### src/hdl/ilir_pkg.sv
// Shared constants, request codes and the command struct for the indexed list engine.
package ilir_pkg;

	localparam int DEPTH   = 64;
	localparam int ELEM_W  = 64;
	localparam int IDX_W   = (DEPTH > 1) ? $clog2(DEPTH) : 1;
	localparam int CNT_W   = $clog2(DEPTH + 1);
	localparam int GROUP   = 8;
	localparam int NGROUP  = (DEPTH + GROUP - 1) / GROUP;

	localparam int REQ_W   = 3;
	localparam int POS_W   = 6;
	localparam int WORD_W  = 64;
	localparam int STAT_W  = 2;
	localparam int CAFT_W  = 7;

	localparam logic [REQ_W-1:0] REQ_PUSH   = 3'd0;
	localparam logic [REQ_W-1:0] REQ_POP    = 3'd1;
	localparam logic [REQ_W-1:0] REQ_INSERT = 3'd2;
	localparam logic [REQ_W-1:0] REQ_REMOVE = 3'd3;
	localparam logic [REQ_W-1:0] REQ_GET    = 3'd4;

	localparam logic [STAT_W-1:0] ST_OK    = 2'd0;
	localparam logic [STAT_W-1:0] ST_RANGE = 2'd1;
	localparam logic [STAT_W-1:0] ST_FULL  = 2'd2;

	localparam logic [1:0] OP_NONE = 2'd0;
	localparam logic [1:0] OP_INS  = 2'd1;
	localparam logic [1:0] OP_REM  = 2'd2;

	typedef struct packed {
		logic [1:0]       op;
		logic [IDX_W-1:0] pos;
		logic [ELEM_W-1:0] word;
		logic             rd_en;
		logic [IDX_W-1:0] rd_idx;
	} cmd_t;

endpackage

### src/hdl/ilir_cell.sv
// One list slot: shifts with its neighbors on insert and remove, drives its word when read.
module ilir_cell (
	input  logic                      clk,
	input  ilir_pkg::cmd_t            cmd,
	input  logic [ilir_pkg::IDX_W-1:0]  idx,
	input  logic [ilir_pkg::ELEM_W-1:0] left,
	input  logic [ilir_pkg::ELEM_W-1:0] right,
	output logic [ilir_pkg::ELEM_W-1:0] word,
	output logic [ilir_pkg::ELEM_W-1:0] rd
);
	import ilir_pkg::*;

	logic [ELEM_W-1:0] word_q;
	logic [ELEM_W-1:0] word_d;

	always_comb begin
		word_d = word_q;
		case (cmd.op)
			OP_INS: begin
				if (idx > cmd.pos) begin
					word_d = left;
				end else if (idx == cmd.pos) begin
					word_d = cmd.word;
				end
			end
			OP_REM: begin
				if (idx >= cmd.pos) begin
					word_d = right;
				end
			end
			default: begin
			end
		endcase
	end

	always_ff @(posedge clk) begin
		word_q <= word_d;
	end

	assign word = word_q;
	assign rd   = (cmd.rd_en && idx == cmd.rd_idx) ? word_q : '0;

endmodule

### config.mk
export PLATFORM = sky130hd
export DESIGN_NAME = ilir_cell
export DESIGN_NICKNAME = d
export VERILOG_FILES = /design/src/hdl/ilir_pkg.sv /design/src/hdl/ilir_cell.sv
export SDC_FILE = /design/constraint.sdc
export NUM_CORES = 1
export LEC_CHECK = 0
export BUFFER_PORTS_ARGS = -buffer_cell sky130_fd_sc_hd__buf_2
export CORE_AREA = 2 2 134 136
export CTS_CLUSTER_DIAMETER = 80
export DETAILED_ROUTE_END_ITERATION = 10
export DIE_AREA = 0 0 136 138
export HOLD_SLACK_MARGIN = 0.08
export PLACE_DENSITY_LB_ADDON = 0.05
export SYNTH_ARGS = -nofsm -noshare
export SYNTH_HDL_FRONTEND = slang
export SYNTH_SLANG_ARGS = --single-unit
### constraint.sdc
create_clock -name clk -period 10.61 [get_ports clk]
set_clock_uncertainty 0.05 [all_clocks]
set_input_delay 1.061 -clock clk [delete_from_list [all_inputs] [get_ports clk]]
set_output_delay 1.061 -clock clk [all_outputs]
set_load 0.02 [all_outputs]
After elaboration in Yosys (flattened, before gate mapping)
Index checks and enable logic that the tools add are counted.

storage, ports and cells
  latch bits = 0
  output and inout bits = 128
  input port bits = 214
  word-level logic and storage cells = 17
  bits in writable memories = 0
  ROM bits = 0
  memories = 0
  register bits after elaboration = 64

cells by class
  reductions and logical operators = 3
  $lt $le $gt $ge = 2
  divide/modulo/power cells = 0
  eq/ne operators = 6
  $mul = 0
  add/subtract/negate cells = 0
  shift operators = 0
  multiplexer cells = 5
  bitwise gates (word level) = 0

operators by type and width
  cell                  number
  $mux W64              4
  $pmux W64 S2          1
  $eq A6 B6 Y1          2
  $ge A6 B6 Y1          1
  $gt A6 B6 Y1          1
  $ne A3 B3 Y1 const B  1
  $reduce_and A3 Y1     1
  $eq A2 B1 Y1 const B  1
  $eq A2 B2 Y1 const B  1
  $ne A2 B2 Y1 const B  1
  $reduce_bool A2 Y1    1
  $logic_and A1 B1 Y1   1

Longest topological paths before layout
Gate-level depths: netlist of run 1.

  word-level depth = 4
  gate-level depth with buffers = 8
  depth with buffers taken out = 6

Worst setup path after synthesis of run 1
No wires, ideal clock.

  path kind = input to register
  start = in cmd[76] in the netlist's numbering
  end = reg word_q[0], in the netlist word[0], enable pin
  data required time = 10044 ps
  arrival = 5318 ps
  path slack = 4725 ps
  cell stages on the path = 7
  setup time = 516 ps
  buffers on the path = 2
  cells stage by stage = inv_1 > ha_1 > nand2_1 > o21ai_1 > buf_2 > buf_4 > a2bb2oi_1

on the way
  longest elaborated chain between the ends = 3
  elaborated cells on any way between the ends = 6
  classes of those cells = order compare: 2; eq/ne: 3; reduce/logical: 1

RTL lines
  what                                                           RTL line         source
  start: declaration                                             ilir_cell.sv:4   input ilir_pkg::cmd_t cmd,
  $gt A6 B6 Y1 (tied with other cells)                           ilir_cell.sv:20  if (idx > cmd.pos) begin
  $ne A3 B3 Y1 (no line) / $ne A2 B2 Y1 (equally long branches)  -
  $reduce_and A3 Y1 (no line) *                                  -
  end signal: assignment                                         ilir_cell.sv:37  word_q <= word_d;
  end: declaration                                               ilir_cell.sv:13  logic [ELEM_W-1:0] word_q;

Mark *: on every way between the ends. The rest lies on a longest branch, timed or not.
A chain may end at the register's enable or synchronous reset.

Final worst setup path of run 1
  start = in idx[2] in the netlist's numbering
  end = out rd[57] in the netlist's numbering

on the way
  longest elaborated chain between the ends = 3

RTL lines
  what                 RTL line         source
  start: declaration   ilir_cell.sv:5   input logic [ilir_pkg::IDX_W-1:0] idx,
  $eq A6 B6 Y1         ilir_cell.sv:41  assign rd = (cmd.rd_en && idx == cmd.rd_idx) ? word_q : '0;
  $logic_and A1 B1 Y1  ilir_cell.sv:41
  $mux W64             ilir_cell.sv:41
  end: declaration     ilir_cell.sv:9   output logic [ilir_pkg::ELEM_W-1:0] rd

Every way passes these cells.

==> qor.csv, run 1 <==
stage,metric,value,unit
timing,relSlewSlack,22.17,%
clocking,cts_setup_buffers,0,
synth,yosysWarnings,0,
setup_path,worstSetupStartpointType,input pin,
placement,preCtsSetupSlack,6.182,ns
clocking,htreeDepth,3,
power_and_ir_drop,p_leak,3.687,nW
synth,ys_seq_area_share,36.28,%
routing,ant_nets,0,
power_and_ir_drop,p_per_area,122.5,nW/µm²
setup_path,slowest_delay,0.88,ns
clocking,clkTransAtPathRegs,0.06,ns
layout,finalInstanceArea,7222,µm²
routing,detail_route.wl_per_cell,17.81,µm
placement,hpwl,14.10,mm
synth,syn_nets,843,
timing,setup_viol_count_final,0,
synth,synth_area,5298,µm²
clocking,cts-buffers-inserted,9,
placement,dp_cells,1124,
global_routing,grt_max_degree,106,
floorplan,die-area,18770,µm²
timing,worst_slack,6.303,ns
setup_path,cp-end-kind,output pin,
setup_path,crit_type,input pin to output pin,
setup_path,cp_slowest_cell,nor4_4,
synth,ys_types,28,
job,maxCapViolations,0,
floorplan,start_util,30.21,%
clocking,cts_buffer_depth,2,
synth,synth_top_cell_area_share,36.28,%
routing,drtIter0Drc,373,
setup_path,cp-startpoint,idx[2],
floorplan,core-area,17530,µm²
layout,area_growth,36.33,%
timing,max_slew.worst_pin.slew,1.159,ns
floorplan,rows,49,
layout,instances_no_fill,1142,
global_routing,grt_pass1_vias,5890,
setup_path,crit_fanout,38,
placement,gp_congestion,0.8305,
synth,yosysTopAreaCell,edfxtp_1,
placement,io_buffers,341,
floorplan,io_pins,342,
routing,vias,6000,
worst_hold_path,hold_class,input pin to flop,
synth,synth-seq-cells,64,
timing,fmax,232.2,MHz
floorplan,die_w,136,µm
layout,drive_above_1_share,40.40,%
timing,post-route-period-util,40.59,%
timing,rsz0062_at_grt,no,
global_routing,overflow,0,
timing,fin_setup_tns,0,ns
layout,layout_common_cells,"buf_2, nor2_1, nor4_1",
placement,placed_area,6937,µm²
setup_path,timing.critical_path.to,rd[57],
layout,nNetsFinal,1126,
global_routing,grt_pass1_wl,31.45,mm
setup_path,cpMostUsedCell,buf_2,
floorplan,die_h,138,µm
routing,wirelength,20.34,mm
status,status,"complete, no violations",
layout,final_common_cell,buf_2,
clocking,cts_tree,built,
setup_path,crit_required,9.50,ns
timing,finalHoldViolCount,0,
setup_path,critical_path_arrival,3.20,ns
routing,drc_errors,0,
timing,period_needed,4.307,ns
setup_path,crit_chain,buf_2 > xnor2_1 > nand4_1 > nor4_4 > buf_4 > and2_1 > buf_2,
global_routing,antenna_found_initial,2,
power_and_ir_drop,fin_total_pwr,0.8850,mW
layout,largest_register_ffs,64,
power_and_ir_drop,peakVddDrop,0.07731,mV
clocking,cts-root-buf,clkbuf_16,
synth,synth_area_leaders,"edfxtp_1, nor4_1, o211a_1, nor2_1, and2_1",
routing,drtPass1Iterations,4,
timing,slew_violations,0,
routing,routed_via_density,5.254,
synth,syn_inst,623,
global_routing,gr-usage-all-layers,21.16,%
synth,syn-mean-instance-area,8.503,µm²
clocking,ctsResizeCount,0,
clocking,cts.sinks,64,
clocking,cts_hold_buf,0,
## synth_stat cells (all sizes together)
cell       n
a21oi      3
a2bb2oi    1
and2      64
and2b      1
and4       1
buf       59
clkbuf    17
edfxtp    64
ha         6
inv        6
nand2      1
nand2b     3
nand3      1
nand4      1
nor2     128
nor2b      2
nor3      64
nor4     129
o211a     64
o21a       1
o21ai      1
xnor2      3
xor2       3
## cell families after synthesis
group | share of synthesized area [%]
and+or+nand+nor | 39.42
xor gates and xnor gates | 0.9922
buffers and inverters | 8.975
adders and majority gates | 1.417
DFF | 36.28
AOI/OAI and AO/OA | 12.92
## layer usage
layer | share of wire [%] | GRT usage [%]
met1 | 40 | 26.23
met5 | 0 | 0
met4 | 2.6 | 8.333
met2 | 50 | 35.97
met3 | 7.0 | 4.034
## where the power goes
part / total (mW) / switching, mW / internal [mW]
registers: 0.340 / 0.0178 / 0.322
logic: 0.251 / 0.152 / 0.0988
clock network: 0.294 / 0.115 / 0.180
total: 0.885 / 0.284 / 0.601
## how the worst min path moves through the flow
stage	depth (start not counted)	end	start	slack, ns
final	3	word[49]	right[49]	1.07
after global routing	3	word[23]	right[23]	1.08
after CTS	3	word[49]	right[49]	1.06
after detailed placement	3	word[52]	right[52]	1.42
after global placement	3	word[52]	right[52]	1.42
after floorplan	2	word[10]	right[10]	1.31
## area by class of cell
cell class	count	area [µm²]
antenna	2	5.005
inverter	6	22.52
sequential	64	1922
clock inverter	5	47.55
clock buffer	11	232.7
fill	1866	10310
multi-input combinational	477	2947
tap	229	286.5
timing repair buffer	348	1759
## stage by stage
step | hold slack [ns] | util (%)
floorplan | 1.308 | -
global placement | 1.418 | 39.56
detailed placement | 1.419 | 39.56
CTS | 1.056 | 41.16
global route | 1.076 | 41.19
finish | 1.072 | 41.19
## critical path, delay by kind of cell
family / cells / cell delay [ns]
xor gates and xnor gates: 1 / 0.13
and+or+nand+nor: 3 / 1.22
buffers and inverters: 3 / 0.73
No activity file was read; power rests on OpenSTA's default activity.
==> run 2: changes to the inputs <==
--- a/config.mk
+++ b/config.mk
@@ -5,6 +5,7 @@
 export SDC_FILE = /design/constraint.sdc
 export NUM_CORES = 1
 export LEC_CHECK = 0
+export ABC_AREA = 1
 export BUFFER_PORTS_ARGS = -buffer_cell sky130_fd_sc_hd__buf_2
 export CORE_AREA = 2 2 134 136
 export CTS_CLUSTER_DIAMETER = 80
==> constraint.sdc (replaced) <==
create_clock -name clk -period 3.65 [get_ports clk]
set_clock_uncertainty 0.05 [all_clocks]
set_input_delay 0.365 -clock clk [delete_from_list [all_inputs] [get_ports clk]]
set_output_delay 0.365 -clock clk [all_outputs]
set_load 0.02 [all_outputs]
==> run 2 against run 1 <==
  * Area after synthesis fell by 8.5%
  * Largest power group unchanged
  * Via count shrank 11%
  * Highest routed layer unchanged
  * Clock power increased to 2.6 times the previous value
  * Combinational power increased to 2.9 times the previous value
  * Flip-flop and latch count stayed put
  * Setup slack worse by 4.7 ns
  * Non-clock buffer count rose by 4
==> qor.csv, run 2 <==
stage,metric,value,unit,change
global_routing,grt_pass1_wl,27.48,mm,was 31.45 mm
synth,syn_nets,953,,was 843
power_and_ir_drop,peakVddDrop,0.1834,mV,was 0.07731 mV
setup_path,crit_fanout,49,,was 38
worst_hold_path,hp-start,right[63],,was right[49]
routing,drtIter0Drc,261,,was 373
routing,routed_via_density,4.154,,was 5.254
floorplan,start_util,27.63,%,was 30.21%
synth,yosys-top-cells-count,"inv_1, nand2_1, nand3_1",,"was nor2_1, nor4_1"
power_and_ir_drop,p_per_area,356.4,nW/µm²,was 122.5 nW/µm²
timing,worst_slack,1.582,ns,was 6.303 ns
synth,yosysTopAreaCell,edfxtp_1,,unchanged
synth,syn-mean-instance-area,6.609,µm²,was 8.503 µm²
clocking,clkTransAtPathRegs,0.05,ns,was 0.06 ns
synth,synthFlopType,edfxtp_1,,unchanged
synth,synth_area_leaders,"edfxtp_1, inv_1, nand2_1, nand3_1, nor2_1",,"was edfxtp_1, nor4_1, o211a_1, nor2_1, and2_1"
placement,hpwl,13.36,mm,was 14.10 mm
power_and_ir_drop,clkPwrFrac,30.3,%,was 33.3%
floorplan,die-area,18770,µm²,unchanged
routing,ant_nets,0,,unchanged
power_and_ir_drop,p_leak,4.419,nW,was 3.687 nW
synth,yosysMostFrequentCell,inv_1,,
timing,setup_viol_count_final,0,,unchanged
timing,rsz0062_at_grt,no,,unchanged
routing,wirelength,18.01,mm,was 20.34 mm
synth,ys_seq_area_share,39.67,%,was 36.28%
setup_path,cp-end-kind,flop,,was output pin
clocking,ctsResizeCount,0,,unchanged
clocking,cts_setup_buffers,0,,unchanged
layout,layout_common_cells,"buf_2, inv_1, nand2_1, nand3_1, nor2_1",,"was buf_2, nor2_1, nor4_1"
worst_hold_path,hold_class,input pin to flop,,unchanged
global_routing,antenna_found_initial,1,,was 2
routing,drc_errors,0,,unchanged
setup_path,crit_required,3.68,ns,was 9.50 ns
layout,drive_above_1_share,35.92,%,was 40.40%
synth,synth-seq-cells,64,,unchanged
global_routing,grt_pass1_vias,5145,,"was 5,890"
floorplan,die_h,138,µm,unchanged
placement,placed_area,6710,µm²,was 6937 µm²
power_and_ir_drop,p_int,1.656,mW,was 0.6007 mW
global_routing,grt_max_degree,65,,was 106
setup_path,critical_path_arrival,2.10,ns,was 3.20 ns
timing,fmax,483.7,MHz,
synth,synth_area,4845,µm²,was 5298 µm²
layout,final_util,39.66,%,was 41.19%
synth,synth_edf_count,64,,unchanged
global_routing,gr-usage-all-layers,18.96,%,was 21.16%
setup_path,worstSetupStartpointType,input pin,,unchanged
timing,finalHoldViolCount,0,,unchanged
routing,drtPass1Iterations,6,,was 4
routing,detail_route.wl_per_cell,13.98,µm,was 17.81 µm
synth,yosysWarnings,0,,unchanged
timing,post-route-period-util,56.65,%,
clocking,cts-buffers-inserted,9,,unchanged
power_and_ir_drop,sw_frac_of_total,33.17,%,was 32.12%
routing,vias,5350,,"was 6,000"
timing,max_slew.worst_pin.slew,0.7983,ns,was 1.159 ns
synth,async_flop_share,0,%,unchanged
timing,relSlewSlack,46.78,%,was 22.17%
floorplan,core-area,17530,µm²,unchanged
floorplan,rows,49,,unchanged
layout,fillers,1960,,"was 1,866"
clocking,cts_buffer_depth,2,,unchanged
setup_path,cp-startpoint,cmd[76],,was idx[2]
timing,fin_setup_tns,0,ns,unchanged
synth,ys_types,21,,was 28
layout,finalInstanceArea,6954,µm²,was 7222 µm²
layout,nNetsFinal,1276,,"was 1,126"
power_and_ir_drop,seq_power_share,40.2,%,was 38.4%
synth,syn_inst,733,,was 623
clocking,cts-root-buf,clkbuf_16,,unchanged
status,status,"complete, no violations",,unchanged
clocking,cts_hold_buf,0,,unchanged
synth,synth_top_cell_area_share,39.67,%,was 36.28%
floorplan,die_w,136,µm,unchanged
layout,area_growth,43.54,%,was 36.33%
job,maxCapViolations,0,,unchanged
placement,io_buffers,341,,unchanged
clocking,cts.sinks,64,,unchanged
layout,largest_register_ffs,64,,unchanged
timing,slew_violations,0,,unchanged
placement,preCtsSetupSlack,1.225,ns,was 6.182 ns
placement,gp_congestion,0.7643,,was 0.8305
timing,period_needed,2.068,ns,
global_routing,overflow,0,,unchanged
setup_path,crit_type,input pin to flop,,was input pin to output pin
clocking,cts_tree,built,,unchanged
floorplan,io_pins,342,,unchanged
clocking,htreeDepth,3,,unchanged
power_and_ir_drop,comb_power_share,29.5,%,was 28.3%
power_and_ir_drop,p_sw,0.8220,mW,was 0.2842 mW
layout,final_common_cell,buf_2,,unchanged
## run 2: worst paths after layout
check | to | slack (ns) | cells after the start
worst max-delay path | word[44] | 1.58 | 10
worst min-delay path | word[63] | 0.26 | 3
## run 2: final cells by class
type / count / area [µm²] / area share (%)
tap: 229 / 286.5 / 4.120
clock buffer: 10 / 229.0 / 3.293
multi-input combinational: 420 / 1891 / 27.19
inverter: 209 / 784.5 / 11.28
timing repair buffer: 352 / 1827 / 26.27
antenna: 1 / 2.502 / 0.03598
clock inverter: 3 / 12.51 / 0.1799
sequential: 64 / 1922 / 27.64
## run 2: cells by family after synthesis
kind of cell / share of synthesized area (%)
XOR/XNOR: 0.3616
AND/OR/NAND/NOR: 36.36
flip-flops: 39.67
buffers and inverters: 21.36
AO/OA/AOI/OAI: 0.6971
adder cells (fa/ha/maj): 1.550
## run 2: layer usage
layer	track usage (%)	wire (µm)	part of all wire [%]
met1	22.93	7414	41
met2	33.99	9060	50
met4	5.044	187	1.0
met3	3.740	1343	7.5
met5	0	0	0
## run 2: stage by stage
| step | total power [mW] | cells | hold slack, ns |
|---|---|---|---|
| 2_1_floorplan | 1.447 | 733 | 0.5009 |
| 4_1_cts | 2.520 | 1287 | 0.2350 |
| 3_3_place_gp | 1.753 | 1274 | 0.5856 |
| 3_5_place_dp | 1.754 | 1274 | 0.5879 |
| 5_1_grt | 2.636 | 1288 | 0.2465 |
| 6_report | 2.478 | 1288 | 0.2579 |
## run 2: worst max-delay path: stages
cell and delay [ns]:
buf_2 0.07, inv_1 0.03, ha_1 0.30, a21oi_1 0.24, nand3_2 0.36, nand2_2 0.21
buf_12 0.27, nand2_1 0.09, nand3_1 0.08, nand2_1 0.06
## run 2: power by group through the flow
| stage | clock (mW) | sequential (mW) | combinational [mW] |
|---|---|---|---|
| 2_1_floorplan | 0 | 1.11 | 0.336 |
| 3_3_place_gp | 0 | 1.01 | 0.739 |
| 3_5_place_dp | 0 | 1.01 | 0.744 |
| 4_1_cts | 0.777 | 0.999 | 0.744 |
| 5_1_grt | 0.801 | 1.01 | 0.829 |
| 6_report | 0.750 | 0.997 | 0.731 |
